===== config.mk =====
export PLATFORM = sky130hd
export DESIGN_NAME = command_packet_framer_crc16_core
export DESIGN_NICKNAME = d
export VERILOG_FILES = /design/src/rtl/core/cpf_pkg.sv /design/src/rtl/core/cpf_front.sv /design/src/rtl/core/cpf_queue.sv /design/src/rtl/core/cpf_back.sv /design/src/rtl/core/command_packet_framer_crc16_core.sv
export VERILOG_INCLUDE_DIRS = /design/src /design/src/rtl/core
export SDC_FILE = /design/constraint.sdc
export NUM_CORES = 1
export LEC_CHECK = 0
export BUFFER_PORTS_ARGS = -buffer_cell sky130_fd_sc_hd__buf_2
export CAP_MARGIN = 20
export CORE_AREA = 4 4 125 127
export CTS_BUF_LIST = sky130_fd_sc_hd__clkbuf_16
export DETAILED_ROUTE_END_ITERATION = 10
export DIE_AREA = 0 0 129 131
export PLACE_DENSITY = 0.72
export SYNTH_ARGS = -nofsm -noshare
export SYNTH_HDL_FRONTEND = slang
export SYNTH_SLANG_ARGS = --single-unit
export TNS_END_PERCENT = 20

===== constraint.sdc =====
create_clock -name aclk -period 3.85 [get_ports aclk]
set_input_delay 0.77 -clock aclk [delete_from_list [all_inputs] [get_ports aclk]]
set_output_delay 0.77 -clock aclk [all_outputs]
set_load 0.01 [all_outputs]

===== src/rtl/core/command_packet_framer_crc16_core_macros.svh =====
// assertion helpers for the framer modules, used by the byte sequencer (cpf_back)
`ifndef COMMAND_PACKET_FRAMER_CRC16_CORE_MACROS_SVH
`define COMMAND_PACKET_FRAMER_CRC16_CORE_MACROS_SVH

// same-cycle implication, checked out of reset
`define CPF_ASSERT_NOW(label, ante, cons) \
    label: assert property (@(posedge aclk) disable iff (!aresetn) (ante) |-> (cons)) \
        else $error("framer check failed");

// next-cycle implication, checked out of reset
`define CPF_ASSERT_NEXT(label, ante, cons) \
    label: assert property (@(posedge aclk) disable iff (!aresetn) (ante) |=> (cons)) \
        else $error("framer check failed");

`endif


===== src/rtl/core/cpf_pkg.sv =====
package cpf_pkg;

    localparam logic [7:0]  SYNC_BYTE   = 8'h6E;
    localparam logic [15:0] CRC_POLY    = 16'h1021;
    localparam logic [15:0] CRC_TOP     = 16'h8000;
    localparam logic [15:0] COUNT_LIMIT = 16'd65525;

    // item kinds on the input channel
    localparam logic KIND_START = 1'b0;
    localparam logic KIND_ARG   = 1'b1;

    // work queue between front and back
    localparam int QUEUE_DEPTH = 4;
    localparam int QUEUE_AW    = $clog2(QUEUE_DEPTH);

    // one unit of work for the byte sequencer
    typedef struct packed {
        logic        is_start;
        logic [7:0]  data;
        logic [15:0] count;
        logic        last;
    } cpf_op_t;

    // crc-16, poly 0x1021, msb first, one byte
    function automatic logic [15:0] crc_feed(input logic [15:0] crc, input logic [7:0] b);
        logic [15:0] c;
        c = crc ^ {b, 8'h00};
        for (int k = 0; k < 8; k++) begin
            if ((c & CRC_TOP) != 16'h0000) begin
                c = (c << 1) ^ CRC_POLY;
            end else begin
                c = c << 1;
            end
        end
        return c;
    endfunction

endpackage


===== src/rtl/core/cpf_front.sv =====
module cpf_front (
    input  logic            aclk,
    input  logic            aresetn,
    input  logic            s_valid,
    output logic            s_ready,
    input  logic            s_kind,
    input  logic [7:0]      s_command_code,
    input  logic [15:0]     s_argument_count,
    input  logic [7:0]      s_argument_byte,
    output logic            push_valid,
    input  logic            push_ready,
    output cpf_pkg::cpf_op_t push_op
);
    import cpf_pkg::*;

    logic        open_reg, open_next;
    logic [15:0] remaining_reg, remaining_next;
    logic [15:0] count_sat;
    logic        accept;

    assign s_ready = push_ready;
    assign accept  = s_valid && s_ready;

    // clamp the length so the expected count stays in range
    assign count_sat = (s_argument_count > COUNT_LIMIT) ? COUNT_LIMIT : s_argument_count;

    // classify the item and track the open packet
    always_comb begin
        open_next      = open_reg;
        remaining_next = remaining_reg;
        push_valid     = 1'b0;
        push_op        = '0;
        if (s_kind == KIND_START) begin
            push_op.is_start = 1'b1;
            push_op.data     = s_command_code;
            push_op.count    = count_sat;
            push_op.last     = (count_sat == 16'd0);
            push_valid       = accept;
            if (accept) begin
                remaining_next = count_sat;
                open_next      = (count_sat != 16'd0);
            end
        end else begin
            push_op.is_start = 1'b0;
            push_op.data     = s_argument_byte;
            push_op.count    = remaining_reg;
            push_op.last     = (remaining_reg == 16'd1);
            push_valid       = accept && open_reg;
            if (accept && open_reg) begin
                remaining_next = remaining_reg - 16'd1;
                open_next      = (remaining_reg != 16'd1);
            end
        end
    end

    always_ff @(posedge aclk) begin
        if (!aresetn) begin
            open_reg      <= 1'b0;
            remaining_reg <= 16'd0;
        end else begin
            open_reg      <= open_next;
            remaining_reg <= remaining_next;
        end
    end

endmodule


===== src/rtl/core/cpf_queue.sv =====
module cpf_queue (
    input  logic             aclk,
    input  logic             aresetn,
    input  logic             push_valid,
    output logic             push_ready,
    input  cpf_pkg::cpf_op_t push_op,
    output logic             pop_valid,
    input  logic             pop_ready,
    output cpf_pkg::cpf_op_t pop_op
);
    import cpf_pkg::*;

    cpf_op_t             slot_reg [QUEUE_DEPTH];
    logic [QUEUE_AW-1:0] wr_ptr_reg, rd_ptr_reg;
    logic [QUEUE_AW:0]   count_reg, count_next;
    logic                do_push, do_pop;

    assign push_ready = (count_reg != QUEUE_AW'(0) + (QUEUE_AW+1)'(QUEUE_DEPTH));
    assign pop_valid  = (count_reg != '0);
    assign pop_op     = slot_reg[rd_ptr_reg];
    assign do_push    = push_valid && push_ready;
    assign do_pop     = pop_valid && pop_ready;

    // occupancy
    always_comb begin
        count_next = count_reg;
        if (do_push && !do_pop) begin
            count_next = count_reg + 1'b1;
        end else if (do_pop && !do_push) begin
            count_next = count_reg - 1'b1;
        end
    end

    always_ff @(posedge aclk) begin
        if (!aresetn) begin
            wr_ptr_reg <= '0;
            rd_ptr_reg <= '0;
            count_reg  <= '0;
        end else begin
            count_reg <= count_next;
            if (do_push) begin
                wr_ptr_reg <= wr_ptr_reg + 1'b1;
            end
            if (do_pop) begin
                rd_ptr_reg <= rd_ptr_reg + 1'b1;
            end
        end
    end

    // entry storage
    always_ff @(posedge aclk) begin
        if (do_push) begin
            slot_reg[wr_ptr_reg] <= push_op;
        end
    end

endmodule


===== src/rtl/core/cpf_back.sv =====
module cpf_back (
    input  logic             aclk,
    input  logic             aresetn,
    input  logic             q_valid,
    output logic             q_ready,
    input  cpf_pkg::cpf_op_t q_op,
    output logic             m_valid,
    input  logic             m_ready,
    output logic [7:0]       m_packet_byte,
    output logic             m_packet_end
);
    import cpf_pkg::*;
`include "command_packet_framer_crc16_core_macros.svh"

    // header steps
    localparam logic [2:0] STEP_SYNC     = 3'd0;
    localparam logic [2:0] STEP_ZERO_A   = 3'd1;
    localparam logic [2:0] STEP_ZERO_B   = 3'd2;
    localparam logic [2:0] STEP_CMD      = 3'd3;
    localparam logic [2:0] STEP_LEN_HI   = 3'd4;
    localparam logic [2:0] STEP_LEN_LO   = 3'd5;
    localparam logic [2:0] STEP_CRC1_HI  = 3'd6;
    localparam logic [2:0] STEP_CRC1_LO  = 3'd7;
    // argument steps
    localparam logic [2:0] STEP_ARG      = 3'd0;
    localparam logic [2:0] STEP_CRC2_HI  = 3'd1;
    localparam logic [2:0] STEP_CRC2_LO  = 3'd2;

    logic [2:0]  step_reg;
    logic [15:0] crc_reg;
    logic [7:0]  crc1_lo_reg;
    logic        m_valid_reg;
    logic [7:0]  m_byte_reg;
    logic        m_end_reg;

    logic [15:0] crc_base, crc_next;
    logic [7:0]  byte_sel;
    logic        byte_end, byte_final, byte_feed;
    logic        out_free, emit;

    assign out_free = !m_valid_reg || m_ready;
    assign emit     = q_valid && out_free;
    assign q_ready  = emit && byte_final;

    // a new header restarts the crc from zero
    assign crc_base = (q_op.is_start && step_reg == STEP_SYNC) ? 16'h0000 : crc_reg;

    // pick the byte for the current step
    always_comb begin
        byte_sel   = 8'h00;
        byte_end   = 1'b0;
        byte_final = 1'b0;
        byte_feed  = 1'b1;
        if (q_op.is_start) begin
            case (step_reg)
                STEP_SYNC:    byte_sel = SYNC_BYTE;
                STEP_ZERO_A:  byte_sel = 8'h00;
                STEP_ZERO_B:  byte_sel = 8'h00;
                STEP_CMD:     byte_sel = q_op.data;
                STEP_LEN_HI:  byte_sel = q_op.count[15:8];
                STEP_LEN_LO:  byte_sel = q_op.count[7:0];
                STEP_CRC1_HI: byte_sel = crc_base[15:8];
                STEP_CRC1_LO: begin
                    byte_sel   = crc1_lo_reg;
                    byte_end   = q_op.last;
                    byte_final = 1'b1;
                end
                default:      byte_sel = 8'h00;
            endcase
        end else begin
            case (step_reg)
                STEP_ARG: begin
                    byte_sel   = q_op.data;
                    byte_final = !q_op.last;
                end
                STEP_CRC2_HI: begin
                    byte_sel  = crc_base[15:8];
                    byte_feed = 1'b0;
                end
                STEP_CRC2_LO: begin
                    byte_sel   = crc_base[7:0];
                    byte_feed  = 1'b0;
                    byte_end   = 1'b1;
                    byte_final = 1'b1;
                end
                default: begin
                    byte_feed  = 1'b0;
                    byte_final = 1'b1;
                end
            endcase
        end
    end

    assign crc_next = byte_feed ? crc_feed(crc_base, byte_sel) : crc_base;

    // sequencer and crc state
    always_ff @(posedge aclk) begin
        if (!aresetn) begin
            step_reg <= STEP_SYNC;
            crc_reg  <= 16'h0000;
        end else if (emit) begin
            crc_reg  <= crc_next;
            step_reg <= byte_final ? STEP_SYNC : step_reg + 3'd1;
        end
    end

    // header crc low byte, kept before the high byte is folded in
    always_ff @(posedge aclk) begin
        if (emit && q_op.is_start && step_reg == STEP_CRC1_HI) begin
            crc1_lo_reg <= crc_base[7:0];
        end
    end

    // output register
    always_ff @(posedge aclk) begin
        if (!aresetn) begin
            m_valid_reg <= 1'b0;
        end else if (out_free) begin
            m_valid_reg <= emit;
        end
    end

    always_ff @(posedge aclk) begin
        if (emit) begin
            m_byte_reg <= byte_sel;
            m_end_reg  <= byte_end;
        end
    end

    assign m_valid       = m_valid_reg;
    assign m_packet_byte = m_byte_reg;
    assign m_packet_end  = m_end_reg;

    // a half-done operation keeps its queue entry
    `CPF_ASSERT_NOW(a_step_holds_entry, step_reg != STEP_SYNC, q_valid)
    // packet end is only flagged on an operation's final byte
    `CPF_ASSERT_NOW(a_end_is_final, emit && byte_end, q_ready)
    // argument without crc tail never advances past its byte
    `CPF_ASSERT_NOW(a_arg_single, q_valid && !q_op.is_start && !q_op.last, step_reg == STEP_ARG)
    // an emitted byte is presented on the next cycle
    `CPF_ASSERT_NEXT(a_emit_shows, emit, m_valid)

endmodule


===== src/rtl/core/command_packet_framer_crc16_core.sv =====
// Command packet framer with CRC-16 (poly 0x1021, init 0).
// Input channel s_*: kind 0 starts a packet with s_command_code and
// s_argument_count (clamped to 65525); kind 1 carries one s_argument_byte.
// Output channel m_*: one framed byte per transfer, m_packet_end on the last.
// A start yields 8 bytes (sync, 0, 0, command, length, CRC1); an argument
// yields 1 byte, or 3 on the last one (byte, CRC2 high, CRC2 low).
// Arguments outside an open packet are taken and dropped; a start abandons
// any open packet.
// With the queue empty, an accepted item is first written into the queue;
// its first byte then passes through the sequencer's output register.
// Throughput: one output byte per cycle while items wait in the queue and
// m_ready is high; the byte sequencer emits one byte each such cycle and
// folds all but the CRC2 bytes into the CRC, holding an item until its last byte.
// A 4-entry work queue sits between the input classifier and the sequencer,
// so items keep being taken while the sequencer works or m_ready is low;
// s_ready drops only when that queue is full.
// Reset (aresetn low, synchronous) empties the queue, closes any packet
// and drops the pending output byte.
module command_packet_framer_crc16_core (
    input  logic        aclk,
    input  logic        aresetn,
    input  logic        s_valid,
    output logic        s_ready,
    input  logic        s_kind,
    input  logic [7:0]  s_command_code,
    input  logic [15:0] s_argument_count,
    input  logic [7:0]  s_argument_byte,
    output logic        m_valid,
    input  logic        m_ready,
    output logic [7:0]  m_packet_byte,
    output logic        m_packet_end
);
    import cpf_pkg::*;

    logic    push_valid, push_ready;
    cpf_op_t push_op;
    logic    q_valid, q_ready;
    cpf_op_t q_op;

    // classify incoming transfers
    cpf_front u_front (
        .aclk             (aclk),
        .aresetn          (aresetn),
        .s_valid          (s_valid),
        .s_ready          (s_ready),
        .s_kind           (s_kind),
        .s_command_code   (s_command_code),
        .s_argument_count (s_argument_count),
        .s_argument_byte  (s_argument_byte),
        .push_valid       (push_valid),
        .push_ready       (push_ready),
        .push_op          (push_op)
    );

    // work queue
    cpf_queue u_queue (
        .aclk       (aclk),
        .aresetn    (aresetn),
        .push_valid (push_valid),
        .push_ready (push_ready),
        .push_op    (push_op),
        .pop_valid  (q_valid),
        .pop_ready  (q_ready),
        .pop_op     (q_op)
    );

    // byte sequencer and crc
    cpf_back u_back (
        .aclk          (aclk),
        .aresetn       (aresetn),
        .q_valid       (q_valid),
        .q_ready       (q_ready),
        .q_op          (q_op),
        .m_valid       (m_valid),
        .m_ready       (m_ready),
        .m_packet_byte (m_packet_byte),
        .m_packet_end  (m_packet_end)
    );

endmodule

==> impl_metrics.tcl <==
set metrics [dict create \
    final.setup.worst_slack_ns 0.5381 \
    via_per_inst 6.166 \
    cts_buffer_depth 2 \
    combinationalPowerShare_pct 33.0 \
    numCtsBuffers 17 \
    drive_gt1_share_pct 20.17 \
    met2WireLength_mm 8.720 \
    critPathBufInv 1 \
    slowest_stage "dfxtp_1" \
    n_fill_cell 1162 \
    synth-seq-cells 167 \
    ios 48 \
    fin_skew_ns 0.01120 \
    hp-class "flip-flop to flip-flop" \
    fin_crit_ns 3.312 \
    p_seq_share_pct 39.4 \
    hold_violations 0 \
    largest_reg_flops 104 \
    maxSlewHeadroom_pct 33.18 \
    worstPathRequired_ns 4.19 \
    sw_frac_of_total_pct 34.81 \
    die-width_um 129 \
    grt_max_degree 59 \
    irDropWorstVdd_v 0.0004272 \
    ys.flop_type "edfxtp_1" \
    seq_area_mm2 0.004554 \
    p_leak_nw 3.147 \
    pwr-share-clk_pct 27.5 \
    highest-signal-layer "met4" \
    grt_pass1_wl_mm 28.21 \
    wl_met1_mm 7.610 \
    synth-edff-count 121 \
    place_area_mm2 0.008288 \
    worst_setup_path_end_kind "flip-flop" \
    path_cells "inv_1 > ha_1 > nor4_1 > a221o_1 > a211oi_1 > a21oi_1 > a211oi_1 > o21ai_0 > nand3_1 > a21oi_1" \
    drt-total-wl_mm 17.92 \
    postRouteAntennaNets 0 \
    grt_pass1_vias 5190 \
    antenna_found_initial 0 \
    num_rows 44 \
    fmax_ghz 0.3019 \
    grt-ovfl-total 0 \
    synth.avg_cell_area_um2 12.18 \
    area_growth_pct 12.49 \
    place.gp.congestion 0.9159 \
    fp.dieH_um 131 \
    nNetsFinal 742 \
    multi_input_area_mm2 0.003075 \
    cts_resized 0 \
    switchingPower_mw 2.110 \
    design_area_mm2 0.008866 \
    synth_nets 698 \
    rsz0062_at_grt "no" \
    drt_pass1_iterations 5 \
    r2r_slack_ns 0.54 \
    synthArstFlopShare_pct 0 \
    cts_tree "yes" \
    num_vias 5475 \
    synth_cells 647 \
    tightest_slew_ns 0.9894 \
    cts.sinks 167 \
    fin_util_pct 61.47 \
    cts_root_buf "clkbuf_16" \
    drtIter0Drc 456 \
    internal_power_mw 3.951 \
    crit_family "compound AO/OA/AOI/OAI gates" \
    yosysSeqAreaShare_pct 57.79 \
    track_usage_pct 22.09 \
    route.detailed.drc 0 \
    power_per_cell_area_mw_per_mm2 683.6 \
    critPathMaxStageDelay_ns 0.64 \
    coreArea_mm2 0.01442 \
    cts_hold_buf 0 \
    setup_viol 0 \
    start_kind "flip-flop" \
    start_util_pct 54.64 \
    maxCapViolCount 0 \
    yosys.cell_types.count 69 \
    die-area_mm2 0.01690 \
    htree_num_levels 4 \
    wl_met3_mm 1.148 \
    cts_setup_buffers 0 \
    period_share_pct 86.02 \
    clkTransAtPathRegs_ns 0.07 \
    status "finished clean" \
    yosysWarningCount 0 \
    wire_per_inst_um 20.18 \
    cp_max_fo 16 \
    pre_cts_ws_ns 0.6037 \
    crit_type "flip-flop to flip-flop" \
    portBuffers 47 \
    hpwl_mm 12.26 \
    maxSlewViolCount 0 \
    crit_arrival_ns 3.66 \
    mappedNetlistArea_mm2 0.007881 \
    diodes 0 \
    tns_ns 0 \
    clock_latency_ns 0.43 \
]
layout by cell type (no fill, tap or decap), drive strengths merged, types with 4 or more instances in the layout:
cell    Yosys  layout
a22oi       6       6
a21o        4       4
a222oi      4       4
clkbuf     22      17
o21ai      35      35
nand4      10      10
clkinv      1       5
or3         9       9
buf        15      62
a22o        5       5
o21a        7       7
mux2i      16      16
edfxtp    121     121
nand3      20      20
o22ai       4       4
a211oi     17      17
mux2       20      20
and2       17      17
nor4        6       6
nor2       33      33
xor2        9       9
mux4       16      16
a21oi      32      32
nand2      62      62
a31oi       9       9
and3        4       4
ha         13      13
nor3       15      15
dfxtp      46      46
xnor2      11      11
inv        20      29
metal layers:
metal	up-vias	track usage (%)
met1	2685	29.20
li1	2551	-
met3	34	5.081
met4	0	8.400
met2	205	35.85
met5	-	0
kinds of logic after synthesis:
kind of cell	share of synthesized area, %
AND/OR/NAND/NOR	11.54
flip-flops	57.79
AO/OA/AOI/OAI	12.67
buffers and inverters	3.191
multiplexers	9.605
XOR/XNOR	2.889
adder cells (fa/ha/maj)	2.318
synthesized netlist by cell type (3+ instances only):
library cell | count | area [um^2]
xor2_1 | 8 | 70.07
and3_1 | 4 | 25.02
a211oi_1 | 17 | 127.6
o21a_1 | 7 | 52.55
a222oi_1 | 4 | 40.04
a22oi_1 | 6 | 45.04
dfxtp_1 | 46 | 920.9
nand2b_1 | 3 | 18.77
buf_2 | 5 | 25.02
nand4_1 | 10 | 62.56
o22ai_1 | 4 | 25.02
nor3_1 | 14 | 70.07
nand2_1 | 61 | 229.0
nand3_1 | 20 | 100.1
and2_1 | 17 | 106.4
o21ai_0 | 34 | 170.2
clkbuf_1 | 22 | 82.58
a21o_1 | 4 | 30.03
mux2i_1 | 16 | 160.2
buf_6 | 3 | 33.78
mux2_2 | 20 | 225.2
edfxtp_1 | 121 | 3633
nor4_1 | 6 | 37.54
or3_1 | 8 | 50.05
mux4_2 | 13 | 292.8
mux4_1 | 3 | 78.83
a21oi_1 | 31 | 155.2
a22o_1 | 4 | 35.03
nor2_1 | 32 | 120.1
o221a_2 | 3 | 33.78
a221oi_1 | 3 | 26.28
ha_1 | 13 | 162.7
xnor2_1 | 11 | 96.34
inv_1 | 19 | 71.32
buf_1 | 6 | 22.52
a31oi_1 | 9 | 56.30
area by class of cell:
type | instances | share of cell area [%]
repair buffers | 62 | 3.923
inverters | 21 | 0.9032
clock buffers | 17 | 4.798
flip-flops and latches | 167 | 51.37
clock inverters | 15 | 1.722
multi-input cells | 422 | 34.69
well taps | 184 | 2.597
final timing paths:
kind / end / cells past startpoint / start
setup reg to reg: u_back.crc_reg[1] / 10 / u_back.step_reg[2]
hold / removal: u_back.m_valid / 2 / u_back.m_valid
hold reg to reg: u_back.m_valid / 2 / u_back.m_valid
setup / recovery: u_back.crc_reg[1] / 10 / u_back.step_reg[2]
worst min-delay path: cells and delay by family (launching register included):
| kind | cells | cell delay (ns) |
|---|---|---|
| DFF | 1 | 0.32 |
| and+or+nand+nor | 1 | 0.06 |
| AOI/OAI and AO/OA | 1 | 0.05 |
through the flow:
stage	cells	power, mW	hold WS [ns]
2_1_floorplan	647	3.866	0.4450
3_3_place_gp	856	4.349	0.4523
3_5_place_dp	856	4.404	0.4611
4_1_cts	888	6.078	0.4702
5_1_grt	888	6.384	0.4918
6_report	888	6.061	0.4659
power by group through the flow:
stage	combinational, mW	sequential [mW]	clock (mW)
floorplan	1.47	2.39	0
global placement	1.93	2.42	0
detailed placement	1.98	2.42	0
CTS	1.99	2.39	1.70
global route	2.20	2.41	1.78
finish	2.00	2.39	1.67
(Power assumes the default switching activity.)
